`config.mk`:
```
export PLATFORM = sky130hd
export DESIGN_NAME = boost_duty_step_regulator
export DESIGN_NICKNAME = d
export VERILOG_FILES = /design/src/bdsr_pkg.sv /design/src/bdsr_front.sv /design/src/bdsr_cmd_queue.sv /design/src/bdsr_back.sv /design/src/boost_duty_step_regulator.sv
export SDC_FILE = /design/constraint.sdc
export NUM_CORES = 1
export LEC_CHECK = 0
export BUFFER_PORTS_ARGS = -buffer_cell sky130_fd_sc_hd__buf_2
export CORE_ASPECT_RATIO = 0.6
export CORE_UTILIZATION = 50
export DETAILED_ROUTE_END_ITERATION = 10
export PLACE_DENSITY = 0.73
export SYNTH_ARGS = -nofsm -noshare
export SYNTH_HDL_FRONTEND = slang
export SYNTH_SLANG_ARGS = --single-unit
```
`constraint.sdc`:
```
create_clock -name clk -period 5.6 [get_ports clk]
set_input_delay 0.28 -clock clk [delete_from_list [all_inputs] [get_ports clk]]
set_output_delay 0.28 -clock clk [all_outputs]
set_load 0.05 [all_outputs]
```
`src/bdsr_pkg.sv`:
```
// ============================================================================
// bdsr_pkg
// Shared types, constants and tables for the boost duty step regulator.
// ============================================================================
package bdsr_pkg;

    // Field widths of the request and result items.
    localparam int LEVEL_W  = 8;
    localparam int SAMPLE_W = 12;
    localparam int DUTY_W   = 10;
    localparam int VOLT_W   = 15;
    localparam int STEP_W   = 3;

    // Number of brightness levels in the target table, and the ADC resolution.
    localparam int LEVEL_COUNT = 101;
    localparam int SAMPLE_BITS = 12;
    localparam int LEVEL_IDX_W = (LEVEL_COUNT > 1) ? $clog2(LEVEL_COUNT) : 1;
    localparam logic [LEVEL_W-1:0] LEVEL_MAX = LEVEL_W'(LEVEL_COUNT - 1);

    // Sample mask and the ADC-to-volts scale (3.3 V * 28 * 256).
    localparam logic [SAMPLE_W-1:0] SAMPLE_MASK = SAMPLE_W'((64'd1 << SAMPLE_BITS) - 64'd1);
    localparam int VSCALE_W = 15;
    localparam logic [VSCALE_W-1:0] VSCALE_Q8 = VSCALE_W'(23654);
    localparam int PROD_W = SAMPLE_W + VSCALE_W;

    // Difference bands in Q8 volts: 5, 4, 3 and 2 V.
    localparam logic [VOLT_W-1:0] BAND_5V = VOLT_W'(1280);
    localparam logic [VOLT_W-1:0] BAND_4V = VOLT_W'(1024);
    localparam logic [VOLT_W-1:0] BAND_3V = VOLT_W'(768);
    localparam logic [VOLT_W-1:0] BAND_2V = VOLT_W'(512);

    // Upper saturation of the duty register.
    localparam logic [DUTY_W-1:0] DUTY_MAX = '1;

    // Reset values of the configuration registers.
    localparam logic [DUTY_W-1:0] CEILING_RESET = DUTY_W'(400);
    localparam logic [DUTY_W-1:0] FLOOR_RESET   = DUTY_W'(1);

    // Command queue between the front and back parts.
    localparam int CMDQ_DEPTH = 4;
    localparam int CMDQ_PTR_W = 2;
    localparam int CMDQ_CNT_W = 3;

    // Configuration register indexes.
    typedef enum logic [0:0] {
        REG_DUTY_CEILING = 1'b0,
        REG_DUTY_FLOOR   = 1'b1
    } reg_index_t;

    // Request and result payloads.
    typedef struct packed {
        logic [LEVEL_W-1:0]  brightness_level;
        logic [SAMPLE_W-1:0] feedback_sample;
    } in_item_t;

    typedef struct packed {
        logic [DUTY_W-1:0] duty_compare;
        logic [VOLT_W-1:0] output_volts_q8;
    } out_item_t;

    // Classified command handed from the front to the back.
    typedef struct packed {
        logic              step_up;
        logic [STEP_W-1:0] step;
        logic [VOLT_W-1:0] volts;
    } cmd_t;

    // Handshake between a producer and a queue.
    typedef struct packed {
        logic push;
        logic full;
    } q_wr_t;

    typedef struct packed {
        logic pop;
        logic empty;
    } q_rd_t;

    // Target voltage table: 0 V at level zero, else 10.0 V + 0.4 V per level.
    typedef logic [LEVEL_COUNT-1:0][VOLT_W-1:0] target_rom_t;

    function automatic target_rom_t build_target_rom();
        target_rom_t rom;
        int lvl;
        for (lvl = 0; lvl < LEVEL_COUNT; lvl++)
        begin
            if (lvl == 0)
                rom[lvl] = '0;
            else
                rom[lvl] = VOLT_W'(2560 + (1024 * lvl + 5) / 10);
        end
        return rom;
    endfunction

    localparam target_rom_t TARGET_ROM = build_target_rom();

    // Step size for a given distance from the target.
    function automatic logic [STEP_W-1:0] band_step(input logic [VOLT_W-1:0] diff);
        logic [STEP_W-1:0] s;
        if (diff > BAND_5V)
            s = STEP_W'(5);
        else if (diff > BAND_4V)
            s = STEP_W'(4);
        else if (diff > BAND_3V)
            s = STEP_W'(3);
        else if (diff > BAND_2V)
            s = STEP_W'(2);
        else
            s = STEP_W'(1);
        return s;
    endfunction

endpackage

```
`src/bdsr_front.sv`:
```
// ============================================================================
// bdsr_front
// Front part: accepts requests, looks up the target, scales the sample and
// classifies each request into a step direction and size.
// ============================================================================
module bdsr_front (
    input  logic               clk,
    input  logic               rst_n,
    input  bdsr_pkg::in_item_t sample_item,
    input  logic               push,
    output logic               full,
    output bdsr_pkg::cmd_t     cmd,
    output bdsr_pkg::q_wr_t    cmd_wr,
    input  logic               cmd_full
);

    logic                             st_valid_reg, st_valid_next;
    logic [bdsr_pkg::VOLT_W-1:0]      target_reg, target_next;
    logic [bdsr_pkg::VOLT_W-1:0]      volts_reg, volts_next;
    logic [bdsr_pkg::LEVEL_W-1:0]     level_clamped;
    logic [bdsr_pkg::SAMPLE_W-1:0]    sample_masked;
    logic [bdsr_pkg::PROD_W-1:0]      product;
    logic [bdsr_pkg::VOLT_W-1:0]      diff;
    logic                             accept;
    logic                             cmd_push;
    logic                             below;

    // Accept a new request whenever the stage is free or drains this cycle.
    assign cmd_push = st_valid_reg && !cmd_full;
    assign full     = st_valid_reg && cmd_full;
    assign accept   = push && !full;

    // Clamp the level, look up the target and scale the sample.
    always_comb
    begin
        if (sample_item.brightness_level > bdsr_pkg::LEVEL_MAX)
            level_clamped = bdsr_pkg::LEVEL_MAX;
        else
            level_clamped = sample_item.brightness_level;
        sample_masked = sample_item.feedback_sample & bdsr_pkg::SAMPLE_MASK;
        product       = bdsr_pkg::PROD_W'(sample_masked) * bdsr_pkg::PROD_W'(bdsr_pkg::VSCALE_Q8);
        target_next   = bdsr_pkg::TARGET_ROM[level_clamped[bdsr_pkg::LEVEL_IDX_W-1:0]];
        volts_next    = bdsr_pkg::VOLT_W'(product >> bdsr_pkg::SAMPLE_BITS);
    end

    // Stage valid bit follows loads and drains.
    always_comb
    begin
        if (accept)
            st_valid_next = 1'b1;
        else if (cmd_push)
            st_valid_next = 1'b0;
        else
            st_valid_next = st_valid_reg;
    end

    always_ff @(posedge clk or negedge rst_n)
    begin
        if (!rst_n)
            st_valid_reg <= 1'b0;
        else
            st_valid_reg <= st_valid_next;
    end

    always_ff @(posedge clk)
    begin
        if (accept)
        begin
            target_reg <= target_next;
            volts_reg  <= volts_next;
        end
    end

    // Classify the registered request: direction and step size.
    always_comb
    begin
        below = volts_reg < target_reg;
        if (below)
            diff = target_reg - volts_reg;
        else
            diff = volts_reg - target_reg;
        cmd.step_up = below;
        cmd.step    = bdsr_pkg::band_step(diff);
        cmd.volts   = volts_reg;
    end

    assign cmd_wr.push = cmd_push;
    assign cmd_wr.full = cmd_full;

endmodule

```
`src/bdsr_cmd_queue.sv`:
```
// ============================================================================
// bdsr_cmd_queue
// Short queue of classified commands between the front and back parts.
// ============================================================================
module bdsr_cmd_queue (
    input  logic            clk,
    input  logic            rst_n,
    input  bdsr_pkg::cmd_t  wr_cmd,
    input  bdsr_pkg::q_wr_t wr,
    output logic            full,
    output bdsr_pkg::cmd_t  rd_cmd,
    input  logic            pop,
    output logic            empty
);

    bdsr_pkg::cmd_t                   entry_reg [bdsr_pkg::CMDQ_DEPTH];
    logic [bdsr_pkg::CMDQ_PTR_W-1:0]  wr_ptr_reg, wr_ptr_next;
    logic [bdsr_pkg::CMDQ_PTR_W-1:0]  rd_ptr_reg, rd_ptr_next;
    logic [bdsr_pkg::CMDQ_CNT_W-1:0]  count_reg, count_next;
    logic                             do_push;
    logic                             do_pop;

    assign full    = count_reg == bdsr_pkg::CMDQ_CNT_W'(bdsr_pkg::CMDQ_DEPTH);
    assign empty   = count_reg == '0;
    assign do_push = wr.push && !full;
    assign do_pop  = pop && !empty;
    assign rd_cmd  = entry_reg[rd_ptr_reg];

    // Pointer and fill count update.
    always_comb
    begin
        wr_ptr_next = do_push ? wr_ptr_reg + 1'b1 : wr_ptr_reg;
        rd_ptr_next = do_pop ? rd_ptr_reg + 1'b1 : rd_ptr_reg;
        count_next  = count_reg;
        if (do_push && !do_pop)
            count_next = count_reg + 1'b1;
        else if (do_pop && !do_push)
            count_next = count_reg - 1'b1;
    end

    always_ff @(posedge clk or negedge rst_n)
    begin
        if (!rst_n)
        begin
            wr_ptr_reg <= '0;
            rd_ptr_reg <= '0;
            count_reg  <= '0;
        end
        else
        begin
            wr_ptr_reg <= wr_ptr_next;
            rd_ptr_reg <= rd_ptr_next;
            count_reg  <= count_next;
        end
    end

    // Entry storage.
    always_ff @(posedge clk)
    begin
        if (do_push)
            entry_reg[wr_ptr_reg] <= wr_cmd;
    end

    // The fill count never passes the depth.
    a_count_bound: assert property (@(posedge clk) disable iff (!rst_n)
        count_reg <= bdsr_pkg::CMDQ_CNT_W'(bdsr_pkg::CMDQ_DEPTH))
        else $error("command queue count exceeds depth");

    // The front never pushes into a full queue.
    a_no_overflow: assert property (@(posedge clk) disable iff (!rst_n)
        full |-> !wr.push)
        else $error("push into full command queue");

    // Pointer distance always matches the fill count.
    a_ptr_count: assert property (@(posedge clk) disable iff (!rst_n)
        (count_reg == bdsr_pkg::CMDQ_CNT_W'(bdsr_pkg::CMDQ_DEPTH)) ||
        (bdsr_pkg::CMDQ_PTR_W'(wr_ptr_reg - rd_ptr_reg) ==
         count_reg[bdsr_pkg::CMDQ_PTR_W-1:0]))
        else $error("command queue pointers disagree with count");

endmodule

```
`src/bdsr_back.sv`:
```
// ============================================================================
// bdsr_back
// Back part: applies each command to the duty register and queues results.
// ============================================================================
module bdsr_back (
    input  logic                         clk,
    input  logic                         rst_n,
    input  bdsr_pkg::cmd_t               cmd,
    output bdsr_pkg::q_rd_t              cmd_rd,
    input  logic                         cmd_empty,
    input  logic [bdsr_pkg::DUTY_W-1:0]  duty_ceiling,
    input  logic [bdsr_pkg::DUTY_W-1:0]  duty_floor,
    output bdsr_pkg::out_item_t          result_item,
    output logic                         empty,
    input  logic                         pop
);

    logic [bdsr_pkg::DUTY_W-1:0]  duty_reg, duty_next;
    logic [bdsr_pkg::DUTY_W:0]    duty_sum;
    bdsr_pkg::out_item_t          res_reg [2];
    logic                         wr_ptr_reg, wr_ptr_next;
    logic                         rd_ptr_reg, rd_ptr_next;
    logic [1:0]                   count_reg, count_next;
    logic                         res_full;
    logic                         take;
    logic                         give;
    bdsr_pkg::out_item_t          res_new;

    assign res_full = count_reg == 2'd2;
    assign empty    = count_reg == 2'd0;
    assign take     = !cmd_empty && !res_full;
    assign give     = pop && !empty;

    assign cmd_rd.pop   = take;
    assign cmd_rd.empty = cmd_empty;

    // Duty step: up toward the ceiling, down toward the floor.
    always_comb
    begin
        duty_sum = {1'b0, duty_reg} + (bdsr_pkg::DUTY_W + 1)'(cmd.step);
        if (cmd.step_up)
        begin
            if (duty_reg > duty_ceiling)
                duty_next = duty_ceiling;
            else if (duty_sum > {1'b0, bdsr_pkg::DUTY_MAX})
                duty_next = bdsr_pkg::DUTY_MAX;
            else
                duty_next = duty_sum[bdsr_pkg::DUTY_W-1:0];
        end
        else
        begin
            if (duty_reg < bdsr_pkg::DUTY_W'(cmd.step) + bdsr_pkg::DUTY_W'(1))
                duty_next = duty_floor;
            else
                duty_next = duty_reg - bdsr_pkg::DUTY_W'(cmd.step);
        end
        res_new.duty_compare    = duty_next;
        res_new.output_volts_q8 = cmd.volts;
    end

    always_ff @(posedge clk or negedge rst_n)
    begin
        if (!rst_n)
            duty_reg <= '0;
        else if (take)
            duty_reg <= duty_next;
    end

    // Result queue pointers and count.
    always_comb
    begin
        wr_ptr_next = take ? !wr_ptr_reg : wr_ptr_reg;
        rd_ptr_next = give ? !rd_ptr_reg : rd_ptr_reg;
        count_next  = count_reg;
        if (take && !give)
            count_next = count_reg + 2'd1;
        else if (give && !take)
            count_next = count_reg - 2'd1;
    end

    always_ff @(posedge clk or negedge rst_n)
    begin
        if (!rst_n)
        begin
            wr_ptr_reg <= 1'b0;
            rd_ptr_reg <= 1'b0;
            count_reg  <= 2'd0;
        end
        else
        begin
            wr_ptr_reg <= wr_ptr_next;
            rd_ptr_reg <= rd_ptr_next;
            count_reg  <= count_next;
        end
    end

    always_ff @(posedge clk)
    begin
        if (take)
            res_reg[wr_ptr_reg] <= res_new;
    end

    assign result_item = res_reg[rd_ptr_reg];

endmodule

```
`src/boost_duty_step_regulator.sv`:
```
// ============================================================================
// boost_duty_step_regulator
// Boost converter duty regulator: one duty step per feedback sample.
// ============================================================================
// Takes one request per clock while full is low: a brightness level and a
// feedback ADC sample. The result (new duty compare value and measured
// output volts in Q8) passes through the lookup and scaling register, the
// command queue and the result queue before it can be popped. Sustained
// rate is one request per cycle while results are popped as they arrive;
// the duty register in the back part takes one step per command. The
// four-entry command queue and the two-entry result queue absorb stalls on
// the result side; full rises only when both are backed up. Registers
// duty_ceiling (byte address 0) and duty_floor (byte address 4) should be
// written only while no request is in flight.
// ============================================================================
module boost_duty_step_regulator (
    input  logic                clk,
    input  logic                rst_n,
    // Request side
    input  bdsr_pkg::in_item_t  sample_item,
    input  logic                push,
    output logic                full,
    // Result side
    output bdsr_pkg::out_item_t result_item,
    output logic                empty,
    input  logic                pop,
    // Configuration port
    input  logic                psel,
    input  logic                penable,
    input  logic                pwrite,
    input  logic [2:0]          paddr,
    input  logic [31:0]         pwdata,
    output logic [31:0]         prdata,
    output logic                pready
);

    logic [bdsr_pkg::DUTY_W-1:0] ceiling_reg, ceiling_next;
    logic [bdsr_pkg::DUTY_W-1:0] floor_reg, floor_next;
    bdsr_pkg::reg_index_t        reg_sel;
    logic                        cfg_write;
    bdsr_pkg::cmd_t              front_cmd;
    bdsr_pkg::cmd_t              queue_cmd;
    bdsr_pkg::q_wr_t             cmd_wr;
    bdsr_pkg::q_rd_t             cmd_rd;
    logic                        cmd_full;
    logic                        cmd_empty;

    // Configuration register decode.
    assign pready    = 1'b1;
    assign reg_sel   = bdsr_pkg::reg_index_t'(paddr[2]);
    assign cfg_write = psel && penable && pwrite && pready;

    always_comb
    begin
        ceiling_next = ceiling_reg;
        floor_next   = floor_reg;
        if (cfg_write)
        begin
            case (reg_sel)
                bdsr_pkg::REG_DUTY_CEILING: ceiling_next = pwdata[bdsr_pkg::DUTY_W-1:0];
                bdsr_pkg::REG_DUTY_FLOOR:   floor_next   = pwdata[bdsr_pkg::DUTY_W-1:0];
                default:                    ceiling_next = ceiling_reg;
            endcase
        end
    end

    always_ff @(posedge clk or negedge rst_n)
    begin
        if (!rst_n)
        begin
            ceiling_reg <= bdsr_pkg::CEILING_RESET;
            floor_reg   <= bdsr_pkg::FLOOR_RESET;
        end
        else
        begin
            ceiling_reg <= ceiling_next;
            floor_reg   <= floor_next;
        end
    end

    // Register read-back.
    always_comb
    begin
        case (reg_sel)
            bdsr_pkg::REG_DUTY_CEILING: prdata = 32'(ceiling_reg);
            bdsr_pkg::REG_DUTY_FLOOR:   prdata = 32'(floor_reg);
            default:                    prdata = '0;
        endcase
    end

    // Front part: lookup, scaling and classification.
    bdsr_front u_front (
        .clk         (clk),
        .rst_n       (rst_n),
        .sample_item (sample_item),
        .push        (push),
        .full        (full),
        .cmd         (front_cmd),
        .cmd_wr      (cmd_wr),
        .cmd_full    (cmd_full)
    );

    // Command queue between the two parts.
    bdsr_cmd_queue u_cmd_queue (
        .clk    (clk),
        .rst_n  (rst_n),
        .wr_cmd (front_cmd),
        .wr     (cmd_wr),
        .full   (cmd_full),
        .rd_cmd (queue_cmd),
        .pop    (cmd_rd.pop),
        .empty  (cmd_empty)
    );

    // Back part: duty update and result queue.
    bdsr_back u_back (
        .clk          (clk),
        .rst_n        (rst_n),
        .cmd          (queue_cmd),
        .cmd_rd       (cmd_rd),
        .cmd_empty    (cmd_empty),
        .duty_ceiling (ceiling_reg),
        .duty_floor   (floor_reg),
        .result_item  (result_item),
        .empty        (empty),
        .pop          (pop)
    );

endmodule
```
==> metrics.md <==
| Metric | Value |
|---|---|
| Synth Instances | `approximately 1.3k` |
| Htree depth | `4` |
| Root buffer cell | `clkbuf_16` |
| Fraction of layout cells with a size suffix above 1 | `15.27%` |
| WP data required | `a little under 6 ns` |
| EDFF count, synth | `between 150 and 200` |
| Antenna violations before repair | `0` |
| YS warnings | `0` |
| Max reg flops | `76` |
| # Post-CTS Setup Buffers | `0` |
| Shortest period the worst path allows | `approximately 5 ns` |
| Final setup fails | `0` |
| Final instance area | `approximately 15000 sq um` |
| Crit share post-route | `between 80% and 90%` |
| Crit end category | `register` |
| Multi-input logic area | `7559 sq um` |
| Synthesis-stage register bit count | `between 150 and 200` |
| Largest stage delay, worst path | `between 0.5 and 0.6 ns` |
| VDD IR max | `between 0.0005 and 0.0006 V` |
| Number of CTS-inserted buffers | `17` |
| Max Clock Freq | `around 200 MHz` |
| Die area | `28940 sq um` |
| Max Slew Vio Count | `0` |
| IO Count | `around 120` |
| First-pass DRT Iterations | `6` |
| Highest metal used | `met4` |
| DIE HEIGHT | `132.2 um` |
| Final core occ | `between 50% and 60%` |
| Asr flop ratio synth | `21.65%` |
| CP Launch Point | `sample_item[10]` |
| DRT iter0 DRCs | `~1.0k` |
| Area of the mapped netlist | `roughly 14000 sq um` |
| IO buf count | `74` |
| GRT Util Overall | `between 20% and 30%` |
| Worst reg2reg startpoint | `u_cmd_queue.rd_ptr_reg[0]` |
| Dpl hpwl | `~23000 um` |
| Top fanout value on the critical path | `6` |
| WP buf/inv | `5` |
| Count of cell types in the netlist | `a little over 70` |
| List of most frequent post-synthesis cells | `inv_1, ha_1, edfxtp_1, nor2_1, nand2_1` |
| Starting density of the core | `about 50%` |
| Area Overhead vs Synth | `7.992%` |
| Pleak | `~6.7 nW` |
| Register area share after synthesis | `39.80%` |
| Hold Fails Final Rpt | `0` |
| Max transition margin | `about a quarter` |
| Kind of critical path | `primary input to register` |
| Sequential Area | `between 5000 and 6000 sq um` |
| Global-route wire length before repair | `between 40000 and 50000 um` |
| Detailed Route WL | `approximately 30000 um` |
| Crit start category | `primary input` |
| DRC Markers | `0` |
| PwrDens | `~600 nW/um^2` |
| GPL Wtd Cong | `~0.94` |
| Bufs on Longest Clock Path | `2` |
| Num rows | `47` |
| Hold Path Class | `primary input to async pin` |
| Vias | `a little under 10k` |
| Placement Setup Slack | `0.2013 ns` |
| Reg clk slew, reported paths | `~0.080 ns` |
| Ys flop type | `edfxtp_1` |
| Chip width | `about 220 um` |
| CP Cell Sequence | `buf_2 > inv_1 > ha_1 > xnor2_1 > ha_1 > nor2_1 > fa_1 > inv_1 > fa_1 > inv_1 > fa_1 > inv_1 > ha_1 > and4_1 > a22oi_1 > a31oi_1 > a41o_1 > a41o_1 > o21a_1 > nor2_1 > xnor2_1` |
| RSZ-0062 raised after global routing | `false` |
| Worst Tran Pin Value | `roughly 1.1 ns` |
| Fin Setup TNS | `0 ns` |
| CP max-delay cell | `fa_1` |
| Placed Instance Area | `14700 sq um` |
| Average wire per standard cell | `roughly 18 um` |
| Via density | `between 5 and 6` |
| Metal2 WL | `around 13000 um` |
| Maxcap violations | `0` |
| Outcome | `complete, no violations` |
| Synth top area cells | `edfxtp_1, ha_1, fa_1, dfrtp_1, mux2_2` |
| Arrival time worst endpoint | `just over 5 ns` |
| Clock skew | `0.01045 ns` |
| CP top delay family | `adder cells` |
| Fill count | `roughly 2.3k` |
| CTS Hold Buffers Added | `0` |
| CTS tree | `built` |
| Share of Yosys cell area claimed by the top area cell type | `between 30% and 40%` |
| Final net count | `1602` |
| Post-synthesis area per instance | `about 11 sq um` |
| Clk_lat worst skew | `between 0.4 and 0.5 ns` |
| Routed wl met3 | `2477 um` |
| ANT nets after route | `0` |
| Total congestion overflow | `0` |
| Vias in the first global route | `between 9k and 10k` |
| Most Frequent Cell on Critical Path | `inv_1` |
| Synth area leader | `edfxtp_1` |
| Final Hold Slack | `roughly 0.00073 ns` |
| Core ar. | `around 28000 sq um` |
| Count leader, synth | `inv_1` |
| Clk sinks | `194` |
| Largest net degree at the start of global routing | `43` |
| N_diodes | `0` |
| WL met1 | `between 15000 and 20000 um` |
| Slack of the critical path | `between 0.6 and 0.7 ns` |
| Post-cts sizing count | `0` |
## stage by stage
step / power, mW / instances
floorplan: 6.870 / 1312
global placement: 8.006 / 1685
detailed placement: 8.161 / 1685
CTS: 9.374 / 1716
global route: 10.07 / 1716
finish: 9.392 / 1716
## cell type report
| class | instances | share of cell area (%) |
|---|---|---|
| Inverter | 171 | 4.242 |
| Sequential cell | 194 | 36.85 |
| Clock inverter | 13 | 0.7958 |
| Tap cell | 367 | 3.011 |
| Multi-Input combinational cell | 873 | 49.56 |
| Clock buffer | 18 | 2.814 |
| Timing Repair Buffer | 80 | 2.724 |
## placed cells by master, fill, tap and decap left out, types with 13 or more instances in the layout
cell type,Yosys,routed
inv_1,170,170
ha_1,153,153
edfxtp_1,152,152
buf_2,4,74
nor2_1,73,72
nand2_1,65,65
o21ai_0,64,64
a21oi_1,59,59
mux2_2,59,59
fa_1,50,50
dfrtp_1,38,38
xnor2_1,34,34
nor3_1,28,28
conb_1,2,23
xor2_1,20,20
mux4_2,19,19
mux2i_1,19,19
clkbuf_16,0,17
o21a_1,16,16
o22ai_1,15,15
a21o_1,13,13
a211oi_1,13,13
## path summary, 6_finish.rpt
kind / endpoint / slack, ns / depth (start not counted)
setup / recovery: u_front.volts_reg[14] / 0.62 / 21
hold / removal: floor_reg[9] / 0.0007 / 1
setup reg to reg: u_back.duty_reg[1] / 1.41 / 12
hold reg to reg: u_back.wr_ptr_reg / 0.52 / 1
max in group asynchronous: u_cmd_queue.wr_ptr_reg[1] / 4.96 / 1
min in group clk: u_front.st_valid_reg / 0.05 / 2
## cells by family after synthesis
| kind of cell | Yosys count | share of synthesized area [%] |
|---|---|---|
| AO/OA/AOI/OAI | 250 | 11.42 |
| XOR/XNOR | 54 | 3.349 |
| adder cells (fa/ha/maj) | 203 | 20.64 |
| buffers and inverters | 245 | 7.274 |
| flip-flops | 194 | 39.80 |
| multiplexers | 98 | 9.161 |
| other | 2 | 0.05318 |
| AND/OR/NAND/NOR | 245 | 8.301 |
## layer usage
metal,track usage [%],up-vias
li1,-,4599
met1,34.65,4735
met2,29.87,356
met3,4.637,10
met4,3.434,0
met5,0,-
## worst reg2reg max path: stages, from the launching register on
cell	delay [ns]
dfrtp_1	0.73
mux4_2	0.70
ha_1	0.32
inv_1	0.04
ha_1	0.25
nor2b_1	0.13
o21a_1	0.16
o21ai_0	0.16
nand3_1	0.54
nand2_1	0.24
o21ai_0	0.10
o22ai_1	0.49
mux2_2	0.26
## report_power, final
| group | total (mW) | internal [mW] | switching, mW |
|---|---|---|---|
| Clock | 1.16 | 0.586 | 0.578 |
| Combinational | 5.31 | 2.06 | 3.25 |
| Sequential | 2.92 | 2.46 | 0.458 |
No activity file was read; power rests on OpenSTA's default activity.
